## src/hdl/assert_macros.svh

```systemverilog
// ----------------------------------------------------------------------------
// Assertion macros
// Shared concurrent assertion helpers for the decoder RTL.
// ----------------------------------------------------------------------------
`ifndef ASSERT_MACROS_SVH
`define ASSERT_MACROS_SVH

// The consequent must hold whenever the antecedent holds.
`define ASSERT_IMPLY(label, clk, rst_n, ante, cons) \
    label: assert property (@(posedge clk) disable iff (!rst_n) (ante) |-> (cons)) \
        else $error("implication check failed");

// The expression must never be true.
`define ASSERT_NEVER(label, clk, rst_n, expr) \
    label: assert property (@(posedge clk) disable iff (!rst_n) !(expr)) \
        else $error("forbidden condition seen");

`endif

```

## src/hdl/b32d_pkg.sv

```systemverilog
// ----------------------------------------------------------------------------
// b32d_pkg
// Types and constants shared by the base 32 stream decoder modules.
// ----------------------------------------------------------------------------
package b32d_pkg;

    localparam int LEN_BITS_DEFAULT = 16;
    localparam int GROUP_BITS       = 40;
    localparam int QUEUE_DEPTH      = 4;
    localparam logic [15:0] CAP_RESET = 16'hffff;

    // Result status codes.
    typedef enum logic [1:0] {
        ST_DATA     = 2'd0,
        ST_OK       = 2'd1,
        ST_OVERFLOW = 2'd2,
        ST_INVALID  = 2'd3
    } t_status;

    // What a request does after its bytes.
    typedef enum logic [1:0] {
        END_NONE,
        END_FINISH,
        END_INVALID
    } t_end_kind;

    // One request from the front to the back.
    typedef struct packed {
        logic [GROUP_BITS-1:0] group;
        logic [2:0]            nbytes;
        t_end_kind             kind;
    } t_job;

endpackage

```

## src/hdl/base32_stream_decoder_unit.sv

```systemverilog
// ----------------------------------------------------------------------------
// base32_stream_decoder_unit
// Streaming base 32 decoder: characters in, decoded bytes and end results out.
// ----------------------------------------------------------------------------
//  channel   direction  handshake                 payload
//  input     in         i_in_valid / o_in_ready   i_ch, i_end_of_input
//  output    out        o_out_valid / i_out_ready o_status, o_out_byte,
//                                                 o_total_len, o_last
//  config    in         psel / penable / pready   paddr, pwrite, pwdata, prdata
//
// One character is taken per cycle while the four-entry request queue has room.
// The back emits at most one result per cycle, and only while the output is free:
// each byte of a group is a step of its own, and a request that ends the string
// takes one more step for its end result.
// Reset is synchronous and clears the group, the byte count and the queue.
// A stalled output holds in its register while the front keeps filling the queue.
// ----------------------------------------------------------------------------
`include "assert_macros.svh"

module base32_stream_decoder_unit #(
    parameter int LEN_BITS = b32d_pkg::LEN_BITS_DEFAULT
) (
    input  logic        i_clk,
    input  logic        i_rst_n,
    input  logic        i_in_valid,
    output logic        o_in_ready,
    input  logic [7:0]  i_ch,
    input  logic        i_end_of_input,
    output logic        o_out_valid,
    input  logic        i_out_ready,
    output logic [1:0]  o_status,
    output logic [7:0]  o_out_byte,
    output logic [15:0] o_total_len,
    output logic        o_last,
    input  logic        psel,
    input  logic        penable,
    input  logic        pwrite,
    input  logic [2:0]  paddr,
    input  logic [31:0] pwdata,
    output logic [31:0] prdata,
    output logic        pready
);

    logic [15:0]    r_capacity;
    logic           in_accept;
    logic           q_push;
    logic           q_pop;
    logic           q_empty;
    logic           q_full;
    b32d_pkg::t_job front_job;
    b32d_pkg::t_job q_head;

    assign pready     = 1'b1;
    assign prdata     = paddr[2] ? 32'd0 : {16'd0, r_capacity};
    assign o_in_ready = !q_full;
    assign in_accept  = i_in_valid && o_in_ready;

    always_ff @(posedge i_clk) begin
        if (!i_rst_n) begin
            r_capacity <= b32d_pkg::CAP_RESET;
        end else if (psel && penable && pwrite && !paddr[2]) begin
            r_capacity <= pwdata[15:0];
        end
    end

    b32d_front u_front (
        .i_clk          (i_clk),
        .i_rst_n        (i_rst_n),
        .i_accept       (in_accept),
        .i_ch           (i_ch),
        .i_end_of_input (i_end_of_input),
        .o_push         (q_push),
        .o_job          (front_job)
    );

    b32d_queue u_queue (
        .i_clk   (i_clk),
        .i_rst_n (i_rst_n),
        .i_push  (q_push),
        .i_job   (front_job),
        .i_pop   (q_pop),
        .o_head  (q_head),
        .o_empty (q_empty),
        .o_full  (q_full)
    );

    b32d_back #(
        .LEN_BITS (LEN_BITS)
    ) u_back (
        .i_clk       (i_clk),
        .i_rst_n     (i_rst_n),
        .i_capacity  (r_capacity),
        .i_head      (q_head),
        .i_empty     (q_empty),
        .o_pop       (q_pop),
        .o_valid     (o_out_valid),
        .i_ready     (i_out_ready),
        .o_status    (o_status),
        .o_out_byte  (o_out_byte),
        .o_total_len (o_total_len),
        .o_last      (o_last)
    );

    // A request is only issued while the queue has room for it.
    `ASSERT_NEVER(a_no_push_when_full, i_clk, i_rst_n, q_push && q_full)

    // Data bytes never close a string and carry no length.
    `ASSERT_IMPLY(a_data_fields, i_clk, i_rst_n, o_out_valid && o_status == b32d_pkg::ST_DATA, !o_last && o_total_len == 16'd0)

    // Every end result is marked last and carries no byte.
    `ASSERT_IMPLY(a_end_fields, i_clk, i_rst_n, o_out_valid && o_status != b32d_pkg::ST_DATA, o_last && o_out_byte == 8'd0)

endmodule

```

## src/hdl/b32d_front.sv

```systemverilog
// ----------------------------------------------------------------------------
// b32d_front
// Classifies characters, gathers symbols into a group and issues requests.
// ----------------------------------------------------------------------------
module b32d_front (
    input  logic             i_clk,
    input  logic             i_rst_n,
    input  logic             i_accept,
    input  logic [7:0]       i_ch,
    input  logic             i_end_of_input,
    output logic             o_push,
    output b32d_pkg::t_job   o_job
);

    localparam logic [7:0] CH_NUL   = 8'h00;
    localparam logic [7:0] CH_TAB   = 8'h09;
    localparam logic [7:0] CH_LF    = 8'h0a;
    localparam logic [7:0] CH_CR    = 8'h0d;
    localparam logic [7:0] CH_SPACE = 8'h20;
    localparam logic [7:0] CH_PAD   = 8'h3d;
    localparam logic [7:0] CH_UPA   = 8'h41;
    localparam logic [7:0] CH_UPZ   = 8'h5a;
    localparam logic [7:0] CH_LOA   = 8'h61;
    localparam logic [7:0] CH_LOZ   = 8'h7a;
    localparam logic [7:0] CH_TWO   = 8'h32;
    localparam logic [7:0] CH_SEVEN = 8'h37;
    localparam logic [4:0] LETTER_COUNT = 5'd26;

    logic [b32d_pkg::GROUP_BITS-1:0] r_group, n_group;
    logic [2:0]                      r_nsym,  n_nsym;

    logic                            is_ws;
    logic                            is_sym;
    logic [7:0]                      sym_off;
    logic [4:0]                      sym;
    logic [5:0]                      shamt;
    logic [b32d_pkg::GROUP_BITS-1:0] grp_sym;
    logic [2:0]                      pad_bytes;

    always_comb begin
        is_ws = (i_ch == CH_SPACE) || (i_ch == CH_TAB) || (i_ch == CH_CR) || (i_ch == CH_LF);
        is_sym = 1'b1;
        sym_off = 8'd0;
        sym = 5'd0;
        if (i_ch >= CH_UPA && i_ch <= CH_UPZ) begin
            sym_off = i_ch - CH_UPA;
            sym = sym_off[4:0];
        end else if (i_ch >= CH_LOA && i_ch <= CH_LOZ) begin
            sym_off = i_ch - CH_LOA;
            sym = sym_off[4:0];
        end else if (i_ch >= CH_TWO && i_ch <= CH_SEVEN) begin
            sym_off = i_ch - CH_TWO;
            sym = sym_off[4:0] + LETTER_COUNT;
        end else begin
            is_sym = 1'b0;
        end
        // Symbol n sits 35 - 5n bits up from the bottom of the group.
        shamt = 6'd35 - {1'b0, r_nsym, 2'b00} - {3'b000, r_nsym};
        grp_sym = r_group | ({35'd0, sym} << shamt);
    end

    always_comb begin
        case (r_nsym)
            3'd2:    pad_bytes = 3'd1;
            3'd4:    pad_bytes = 3'd2;
            3'd5:    pad_bytes = 3'd3;
            3'd7:    pad_bytes = 3'd4;
            default: pad_bytes = 3'd0;
        endcase
    end

    always_comb begin
        n_group = r_group;
        n_nsym = r_nsym;
        o_push = 1'b0;
        o_job.group = '0;
        o_job.nbytes = 3'd0;
        o_job.kind = b32d_pkg::END_FINISH;
        if (i_accept) begin
            if (i_ch == CH_NUL) begin
                o_push = 1'b1;
                n_group = '0;
                n_nsym = 3'd0;
            end else if (is_ws) begin
                if (i_end_of_input) begin
                    o_push = 1'b1;
                    n_group = '0;
                    n_nsym = 3'd0;
                end
            end else if (is_sym) begin
                if (r_nsym == 3'd7) begin
                    o_push = 1'b1;
                    o_job.group = grp_sym;
                    o_job.nbytes = 3'd5;
                    o_job.kind = i_end_of_input ? b32d_pkg::END_FINISH : b32d_pkg::END_NONE;
                    n_group = '0;
                    n_nsym = 3'd0;
                end else if (i_end_of_input) begin
                    // An unfinished group is dropped when the string ends.
                    o_push = 1'b1;
                    n_group = '0;
                    n_nsym = 3'd0;
                end else begin
                    n_group = grp_sym;
                    n_nsym = r_nsym + 3'd1;
                end
            end else begin
                o_push = 1'b1;
                n_group = '0;
                n_nsym = 3'd0;
                if (i_ch == CH_PAD && pad_bytes != 3'd0) begin
                    o_job.group = r_group;
                    o_job.nbytes = pad_bytes;
                end else begin
                    o_job.kind = b32d_pkg::END_INVALID;
                end
            end
        end
    end

    always_ff @(posedge i_clk) begin
        if (!i_rst_n) begin
            r_group <= '0;
            r_nsym <= 3'd0;
        end else begin
            r_group <= n_group;
            r_nsym <= n_nsym;
        end
    end

endmodule

```

## src/hdl/b32d_queue.sv

```systemverilog
// ----------------------------------------------------------------------------
// b32d_queue
// Small request queue between the front and the back.
// ----------------------------------------------------------------------------
module b32d_queue (
    input  logic             i_clk,
    input  logic             i_rst_n,
    input  logic             i_push,
    input  b32d_pkg::t_job   i_job,
    input  logic             i_pop,
    output b32d_pkg::t_job   o_head,
    output logic             o_empty,
    output logic             o_full
);

    localparam int DEPTH = b32d_pkg::QUEUE_DEPTH;
    localparam int PTR_W = $clog2(DEPTH);
    localparam int CNT_W = $clog2(DEPTH + 1);
    localparam logic [PTR_W-1:0] PTR_LAST = PTR_W'(DEPTH - 1);

    b32d_pkg::t_job   r_slots [DEPTH];
    logic [PTR_W-1:0] r_wptr, n_wptr;
    logic [PTR_W-1:0] r_rptr, n_rptr;
    logic [CNT_W-1:0] r_cnt,  n_cnt;
    logic             do_push;
    logic             do_pop;

    assign o_empty = (r_cnt == CNT_W'(0));
    assign o_full  = (r_cnt == CNT_W'(DEPTH));
    assign o_head  = r_slots[r_rptr];
    assign do_push = i_push && !o_full;
    assign do_pop  = i_pop && !o_empty;

    always_comb begin
        n_wptr = r_wptr;
        n_rptr = r_rptr;
        n_cnt = r_cnt;
        if (do_push) begin
            n_wptr = (r_wptr == PTR_LAST) ? '0 : r_wptr + PTR_W'(1);
        end
        if (do_pop) begin
            n_rptr = (r_rptr == PTR_LAST) ? '0 : r_rptr + PTR_W'(1);
        end
        if (do_push && !do_pop) begin
            n_cnt = r_cnt + CNT_W'(1);
        end else if (do_pop && !do_push) begin
            n_cnt = r_cnt - CNT_W'(1);
        end
    end

    always_ff @(posedge i_clk) begin
        if (do_push) begin
            r_slots[r_wptr] <= i_job;
        end
    end

    always_ff @(posedge i_clk) begin
        if (!i_rst_n) begin
            r_wptr <= '0;
            r_rptr <= '0;
            r_cnt <= '0;
        end else begin
            r_wptr <= n_wptr;
            r_rptr <= n_rptr;
            r_cnt <= n_cnt;
        end
    end

endmodule

```

## src/hdl/b32d_back.sv

```systemverilog
// ----------------------------------------------------------------------------
// b32d_back
// Emits the bytes and end results of queued requests, one step per cycle while the output is free.
// ----------------------------------------------------------------------------
module b32d_back #(
    parameter int LEN_BITS = b32d_pkg::LEN_BITS_DEFAULT
) (
    input  logic             i_clk,
    input  logic             i_rst_n,
    input  logic [15:0]      i_capacity,
    input  b32d_pkg::t_job   i_head,
    input  logic             i_empty,
    output logic             o_pop,
    output logic             o_valid,
    input  logic             i_ready,
    output logic [1:0]       o_status,
    output logic [7:0]       o_out_byte,
    output logic [15:0]      o_total_len,
    output logic             o_last
);

    localparam int CMP_W = (LEN_BITS > 16) ? LEN_BITS : 16;

    logic [LEN_BITS-1:0] r_count, n_count;
    logic                r_dropped, n_dropped;
    logic [2:0]          r_idx, n_idx;
    logic                r_valid, n_valid;
    logic [1:0]          r_status, n_status;
    logic [7:0]          r_byte, n_byte;
    logic [15:0]         r_len, n_len;
    logic                r_last, n_last;

    logic                out_free;
    logic                step;
    logic                has_byte;
    logic [7:0]          cur_byte;
    logic                saturated;
    logic [CMP_W-1:0]    count_ext;
    logic [CMP_W-1:0]    cap_ext;
    logic [15:0]         sat_len;

    assign out_free  = !r_valid || i_ready;
    assign step      = !i_empty && out_free;
    assign has_byte  = (r_idx < i_head.nbytes);
    assign saturated = (r_count == '1);
    assign count_ext = CMP_W'(r_count);
    assign cap_ext   = CMP_W'(i_capacity);
    assign sat_len   = (count_ext > CMP_W'(16'hffff)) ? 16'hffff : count_ext[15:0];

    always_comb begin
        case (r_idx)
            3'd0:    cur_byte = i_head.group[39:32];
            3'd1:    cur_byte = i_head.group[31:24];
            3'd2:    cur_byte = i_head.group[23:16];
            3'd3:    cur_byte = i_head.group[15:8];
            3'd4:    cur_byte = i_head.group[7:0];
            default: cur_byte = 8'd0;
        endcase
    end

    always_comb begin
        n_count = r_count;
        n_dropped = r_dropped;
        n_idx = r_idx;
        o_pop = 1'b0;
        n_valid = out_free ? 1'b0 : r_valid;
        n_status = r_status;
        n_byte = r_byte;
        n_len = r_len;
        n_last = r_last;
        if (step) begin
            if (has_byte) begin
                if (saturated) begin
                    n_dropped = 1'b1;
                end else begin
                    n_count = r_count + LEN_BITS'(1);
                    if (count_ext < cap_ext) begin
                        n_valid = 1'b1;
                        n_status = b32d_pkg::ST_DATA;
                        n_byte = cur_byte;
                        n_len = 16'd0;
                        n_last = 1'b0;
                    end else begin
                        n_dropped = 1'b1;
                    end
                end
                // A request that does not end the string retires with its last byte.
                if (r_idx == i_head.nbytes - 3'd1 && i_head.kind == b32d_pkg::END_NONE) begin
                    o_pop = 1'b1;
                    n_idx = 3'd0;
                end else begin
                    n_idx = r_idx + 3'd1;
                end
            end else begin
                o_pop = 1'b1;
                n_idx = 3'd0;
                if (i_head.kind != b32d_pkg::END_NONE) begin
                    n_valid = 1'b1;
                    n_byte = 8'd0;
                    n_last = 1'b1;
                    n_count = '0;
                    n_dropped = 1'b0;
                    if (i_head.kind == b32d_pkg::END_INVALID) begin
                        n_status = b32d_pkg::ST_INVALID;
                        n_len = 16'd0;
                    end else begin
                        n_status = r_dropped ? b32d_pkg::ST_OVERFLOW : b32d_pkg::ST_OK;
                        n_len = sat_len;
                    end
                end
            end
        end
    end

    always_ff @(posedge i_clk) begin
        if (!i_rst_n) begin
            r_count <= '0;
            r_dropped <= 1'b0;
            r_idx <= 3'd0;
            r_valid <= 1'b0;
        end else begin
            r_count <= n_count;
            r_dropped <= n_dropped;
            r_idx <= n_idx;
            r_valid <= n_valid;
        end
    end

    always_ff @(posedge i_clk) begin
        r_status <= n_status;
        r_byte <= n_byte;
        r_len <= n_len;
        r_last <= n_last;
    end

    assign o_valid     = r_valid;
    assign o_status    = r_status;
    assign o_out_byte  = r_byte;
    assign o_total_len = r_len;
    assign o_last      = r_last;

endmodule
```

## config.mk

```make
export PLATFORM = sky130hd
export DESIGN_NAME = base32_stream_decoder_unit
export DESIGN_NICKNAME = d
export VERILOG_FILES = /design/src/hdl/b32d_pkg.sv /design/src/hdl/base32_stream_decoder_unit.sv /design/src/hdl/b32d_front.sv /design/src/hdl/b32d_queue.sv /design/src/hdl/b32d_back.sv
export VERILOG_INCLUDE_DIRS = /design/src /design/src/hdl
export SDC_FILE = /design/constraint.sdc
export NUM_CORES = 1
export LEC_CHECK = 0
export ABC_AREA = 1
export BUFFER_PORTS_ARGS = -buffer_cell sky130_fd_sc_hd__clkbuf_2
export CELL_PAD_IN_SITES_DETAIL_PLACEMENT = 1
export CELL_PAD_IN_SITES_GLOBAL_PLACEMENT = 2
export CORE_ASPECT_RATIO = 1.75
export CORE_MARGIN = 1.5
export CORE_UTILIZATION = 40
export DETAILED_ROUTE_END_ITERATION = 10
export PLACE_DENSITY_LB_ADDON = 0.1
export REMOVE_ABC_BUFFERS = 1
export SKIP_LAST_GASP = 1
export SLEW_MARGIN = 10
export SYNTH_ARGS = -nofsm -noshare
export SYNTH_HDL_FRONTEND = slang
export SYNTH_SLANG_ARGS = --single-unit
export TNS_END_PERCENT = 100
```

## constraint.sdc

```tcl
create_clock -name i_clk -period 7.7 [get_ports i_clk]
set_input_delay 0.385 -clock i_clk [delete_from_list [all_inputs] [get_ports i_clk]]
set_output_delay 0.385 -clock i_clk [all_outputs]
set_load 0.005 [all_outputs]
```

==> results of run 1 <==
-- worst register-to-register path, cell delays in order (launching register included) --
cell and delay (ps):
dfxtp_2 310, buf_4 360, inv_2 220, buf_4 650, nand2_1 160, a32oi_1 280
ha_1 190, inv_1 40, a31oi_2 450, inv_1 420, nand2_1 260, nand2_1 70
inv_1 90, nand4_1 100, nand2_1 120, buf_4 410
-- routing by layer --
metal  vias to the layer above  routed length, µm
li1                       5411                  -
met1                      5489              15530
met2                       162              23730
met3                        61               1054
met4                         0               1147
met5                         -                  0
-- synthesized netlist by cell type (all sizes together), types with 3 or more instances --
cell type and count:
nand2 248, o31ai 5, nor2 220, ha 45, nand3 77, o21ai 176
o211ai 22, inv 158, xor2 7, clkbuf 47, a22o 3, nor3 14
a21oi 117, nor4 5, o22ai 26, buf 38, dfxtp 89, nand4 24
edfxtp 207, a211oi 8, a31oi 4
-- worst max-delay path by stage --
stage,from,to,slack [ps]
global route,register,u_back.o_valid,2690
global placement,register,u_back.o_out_byte[6],3210
CTS,register,u_back.o_out_byte[0],3090
detailed placement,register,u_back.o_out_byte[6],3100
finish,register,u_back.o_out_byte[0],3210
floorplan,register,u_back.o_last,2060
-- logic make-up after synthesis --
kind of cell,count (synthesis)
adders and majority gates,47
other,2
AOI/OAI and AO/OA,368
xor gates and xnor gates,9
buffers and inverters,245
and+or+nand+nor,590
DFF,296
-- state kept, by name (all words and copies together), names as in the netlist, named ones only --
name,count
r_capacity,16
u_back.count_ext,16
u_back.o_last,1
u_back.o_out_byte,8
u_back.o_status,2
u_back.o_total_len,16
u_back.o_valid,1
u_back.r_dropped,1
u_back.r_idx,3
u_front.r_group,40
u_front.r_nsym,3
u_queue.r_cnt,3
u_queue.r_rptr,2
u_queue.r_slots,180
u_queue.r_wptr,2
-- through the flow --
stage          area [µm²]  util, %  cells
2_1_floorplan       14020        -   1487
3_3_place_gp        15160    42.96   2048
3_5_place_dp        15160    42.96   2048
4_1_cts             16140    45.74   2100
5_1_grt             16140    45.74   2100
6_report            16140    45.74   2100
-- cell type report --
| type | instances | share of cell area [%] |
|---|---|---|
| sequential | 296 | 49.55 |
| multi-input combinational | 1031 | 33.78 |
| clock buffer | 33 | 4.705 |
| inverter | 160 | 3.736 |
| tap | 465 | 3.604 |
| timing repair buffer | 96 | 3.271 |
| clock inverter | 19 | 1.356 |
-- where the power goes --
part           internal, mW  leakage (nW)  total (mW)  switching (mW)
logic                 0.415          2.89        1.50            1.09
registers              1.97          2.69        2.04          0.0701
clock network         0.844         0.480        1.47           0.629
total                  3.23          6.06        5.01            1.79
==> results.yml, run 1 <==
outcome:
  status: "complete, no violations"
clocking:
  clk_path_buf_depth: 3
  ctsHoldBuffers: 0
  post_cts_buffers: 0
  cts.sinks: 296
  insertion_delay_ps: 580
  root_buffer: "clkbuf_16"
  htreeDepth: 1
  cts_made_buffers: 28
  clk_pin_slew_worst_paths_ps: 70
  ctsResizeCount: 0
  cts_tree: "built"
final_layout:
  fill_cells: 4110
  drive_gt1_share_pct: 12.42
  diodes: 0
  multi_input_area_um2: 5453
  nets: 1711
  layout_commonest_cell: "nand2_1"
  final_cell_mix: "nand2_1, edfxtp_1, nor2_1"
  area_delta_synth_final_pct: 12.16
  seq_area_um2: 7999
sta:
  tightest_slew_ps: 1007
  hold_ws_ps: 34.28
  timing.final.ws_setup_ps: 3210
  fmax_ghz: 0.2227
  setup_viol: 0
  maxSlewViolCount: 0
  finalSetupTns_ps: 0
  rsz0062_at_grt: "false"
  fin_skew_ps: 23.66
  hold_violations: 0
  slew_headroom_pct: 32.84
  fin_crit_sh_pct: 58.31
  min_period_ps: 4490
worst_setup_path:
  worstReg2RegEnd: "u_back.o_out_byte[0]"
  cp_slowest_stage_delay_ps: 650
  critPathKind: "reg -> reg"
  cp_slowest_cell: "buf_4"
  rr_worst_depth: 15
  crit_chain: "buf_4 > inv_2 > buf_4 > nand2_1 > a32oi_1 > ha_1 > inv_1 > a31oi_2 > inv_1 > nand2_1 > nand2_1 > inv_1 > nand4_1 > nand2_1 > buf_4"
  endpoint_kind: "register"
  crit_family: "buffers and inverters"
  startpoint_type: "register"
  arrival_ps: 4690
  cp_max_fo: 92
  crit_top_cell: "nand2_1"
  crit_buf_inv: 7
  rrSetupSlack_ps: 3210
  required_ps: 7910
  path_depth: 15
job:
  drv_cap: 0
detailed_routing:
  first_pass_iters: 4
  wl_per_cell_um: 19.74
  ant_nets: 0
  drcViolationCount: 0
  vias: 11120
  drt_iter0_markers: 522
  drt_wl_total_um: 41460
  avgViaCountPerCell: 5.297
pwr:
  pwr_density_cell_nw_per_um2: 310.6
  ir_worst_vdd_mv: 0.1478
  p_leak_nw: 6.060
  power.total_mw: 5.013
global_route:
  grt_max_degree: 93
  gr-total-overflow: 0
  met1_usage_pct: 23.04
  grt.busiest_layer: "met2"
  antenna_found_initial: 0
  grt_pass1_vias: 11810
  grt_pass1_wl_um: 64810
  use_met3_pct: 1.939
  grt_use_met2_pct: 46.78
  track_usage_pct: 22.57
min_path:
  hold_path_class: "in -> reg"
  worstHoldStart: "pwdata[5]"
  hold_path_depth: 3
  hold_end: "r_capacity[5]"
logic_synthesis:
  synth_xor_area_share_pct: 0.7302
  syn_inst: 1557
  synth_mux_area_share_pct: 0
  seq_area_frac_synth_pct: 55.57
  synthFlopType: "edfxtp_1"
  syn_area_per_cell_um2: 9.244
  synth_edf_count: 207
  yosysTopAreaCellShare_pct: 43.19
  synth_top_family_by_area: "simple AND/OR/NAND/NOR gates"
  yosys.area_share.adder_pct: 4.190
  synthesis.area_um2: 14390
  yosys.area.top_type: "edfxtp_1"
  synth_compound_gate_area_share_pct: 14.54
  synth_seq_cells: 296
  yosys_warnings: 0
  ys_async_sr_fraction_pct: 0
  synth.area.top_cells: "edfxtp_1, dfxtp_1, nand2_1"
  synthSimpleGateAreaFrac_pct: 17.76
  synth_cell_types: 55
die:
  die_area_um2: 37170
  die_w_um: 146.4
  start_util_pct: 40.78
  core_um2: 35300
  die-height_um: 253.9
  rows: 91
  pin_count: 113
placed_design:
  place_ws_ps: 3101
  gp_congestion: 0.8128
  dp_hpwl_um: 28880
  io_buffers: 77
Power figures use the tool's default switching activity.
==> run 2: changes to the inputs <==
--- a/config.mk
+++ b/config.mk
@@ -12,7 +12,7 @@
 export CELL_PAD_IN_SITES_GLOBAL_PLACEMENT = 2
 export CORE_ASPECT_RATIO = 1.75
 export CORE_MARGIN = 1.5
-export CORE_UTILIZATION = 40
+export CORE_UTILIZATION = 34
 export DETAILED_ROUTE_END_ITERATION = 10
 export PLACE_DENSITY_LB_ADDON = 0.1
 export REMOVE_ABC_BUFFERS = 1
==> constraint.sdc (replaced) <==
create_clock -name i_clk -period 3.7 [get_ports i_clk]
set_input_delay 0.185 -clock i_clk [delete_from_list [all_inputs] [get_ports i_clk]]
set_output_delay 0.185 -clock i_clk [all_outputs]
set_load 0.005 [all_outputs]
==> results.yml, run 2 (same netlist as run 1, synthesis figures left out) <==
outcome:
  status: "complete, no violations"
worst_setup_path:
  endpoint_kind: "register"
  arrival_ps: 3510
  startpoint_type: "register"
  required_ps: 4160
  cp_max_fo: 63
  critPathKind: "reg -> reg"
die:
  start_util_pct: 34.48
  pin_count: 113
  rows: 99
  die_w_um: 158.5
  core_um2: 41740
  die_area_um2: 43620
  die-height_um: 275.2
placed_design:
  place_area_um2: 15500
  place_ws_ps: 606.0
  gp_congestion: 0.7900
  placed_cells: 2158
  dp_hpwl_um: 30380
  io_buffers: 77
min_path:
  hold_path_class: "in -> reg"
clocking:
  cts.sinks: 296
  ctsResizeCount: 0
  clk_pin_slew_worst_paths_ps: 60
  root_buffer: "clkbuf_16"
  clk_path_buf_depth: 3
  insertion_delay_ps: 570
  cts_tree: "built"
  cts_made_buffers: 30
  htreeDepth: 1
detailed_routing:
  ant_nets: 0
  drcViolationCount: 0
  wl_met1_um: 15720
  wl_met2_um: 24740
  avgViaCountPerCell: 5.017
  highest-signal-layer: "met4"
  first_pass_iters: 4
  vias: 11190
  drt_iter0_markers: 430
  dr_wl_met3_um: 1040
  drt_wl_total_um: 42750
  wl_per_cell_um: 19.16
global_route:
  grt_pass1_vias: 11860
  grt_max_degree: 64
  grt_pass1_wl_um: 66170
  antenna_found_initial: 0
  gr-total-overflow: 0
  track_usage_pct: 20.12
pwr:
  pwr_density_cell_nw_per_um2: 638.6
  ir_worst_vdd_mv: 0.3538
  p_leak_nw: 6.264
  power.total_mw: 10.66
final_layout:
  diodes: 0
  drive_gt1_share_pct: 13.25
  fin_area_um2: 16700
  fill_cells: 4804
  layout_commonest_cell: "nand2_1"
  regMostFlops: "u_queue.r_slots"
  nets: 1750
  area_delta_synth_final_pct: 16.02
  largest_reg_flops: 180
  stdcell_count: 2231
  final_cell_mix: "nand2_1, edfxtp_1, nor2_1"
  top_regs: "u_queue.r_slots x180, u_front.r_group x40"
  fin_util_pct: 40.00
sta:
  setup_viol: 0
  hold_violations: 0
  rsz0062_at_grt: "false"
  finalSetupTns_ps: 0
  maxSlewViolCount: 0
  timing.final.ws_setup_ps: 643.6
  fin_skew_ps: 11.80
  slew_headroom_pct: 45.79
  hold_ws_ps: 78.49
  tightest_slew_ps: 812.2
  fmax_ghz: 0.3272
  fin_crit_sh_pct: 82.61
  min_period_ps: 3056
job:
  drv_cap: 0
## run 2: cell types whose count changed in the layout (fill, tap and decap cells not counted)
cell           change
dlygate4sd3_1     +17
buf_4             +14
buf_12             +6
clkbuf_1           +3
clkbuf_16          +3
clkbuf_8           -2
clkinv_1           +2
clkinv_2           -2
clkinv_8           -1
clkinvlp_4         +1
## run 2: layout make-up
type	count	area [µm²]	share of cell area [%]
sequential	296	7999	47.90
multi-input combinational	1031	5453	32.65
timing repair buffer	133	923.4	5.530
clock buffer	37	818.3	4.900
tap	555	694.4	4.159
inverter	160	603.1	3.612
clock inverter	19	207.7	1.244
## run 2: worst max-delay path, stage by stage, from the launching register on
cell,delay (ps)
dfxtp_2,480
buf_4,590
a21oi_1,130
o21ai_0,140
nand2_1,80
nand2_1,70
inv_1,60
nand3_1,70
o21ai_0,70
nand2_1,150
ha_1,170
inv_1,60
fa_1,370
a21oi_1,150
o21ai_0,120
o21ai_0,160
a21oi_1,50
## run 2: timing repair
item | in CTS | in global routing
endpoints found under the hold margin | 17 | 0
endpoints found under the setup margin | 0 | 0
setup buffers | 0 | 0
hold buffers | 17 | 0
## run 2: path summary, 6_finish.rpt
| check | startpoint | cells past startpoint | end | slack (ps) |
|---|---|---|---|---|
| min | i_rst_n | 4 | u_back.r_dropped | 80 |
| max reg2reg | register | 16 | u_queue.r_cnt[2] | 640 |
| min reg2reg | u_front.r_group[18] | 2 | u_front.r_group[18] | 470 |
| max | register | 16 | u_queue.r_cnt[2] | 640 |
## run 2: layer usage
layer  vias up  GRT usage (%)
li1       5477              -
met1      5493          19.89
met2       160          41.88
met3        64          1.906
met4         0          6.911
met5         -              0
## run 2: report_power, final
| group | leakage, nW | internal, mW | switching [mW] |
|---|---|---|---|
| clock | 0.495 | 1.85 | 1.31 |
| sequential | 2.69 | 4.09 | 0.167 |
| combinational | 3.07 | 0.968 | 2.27 |
| total | 6.26 | 6.91 | 3.75 |
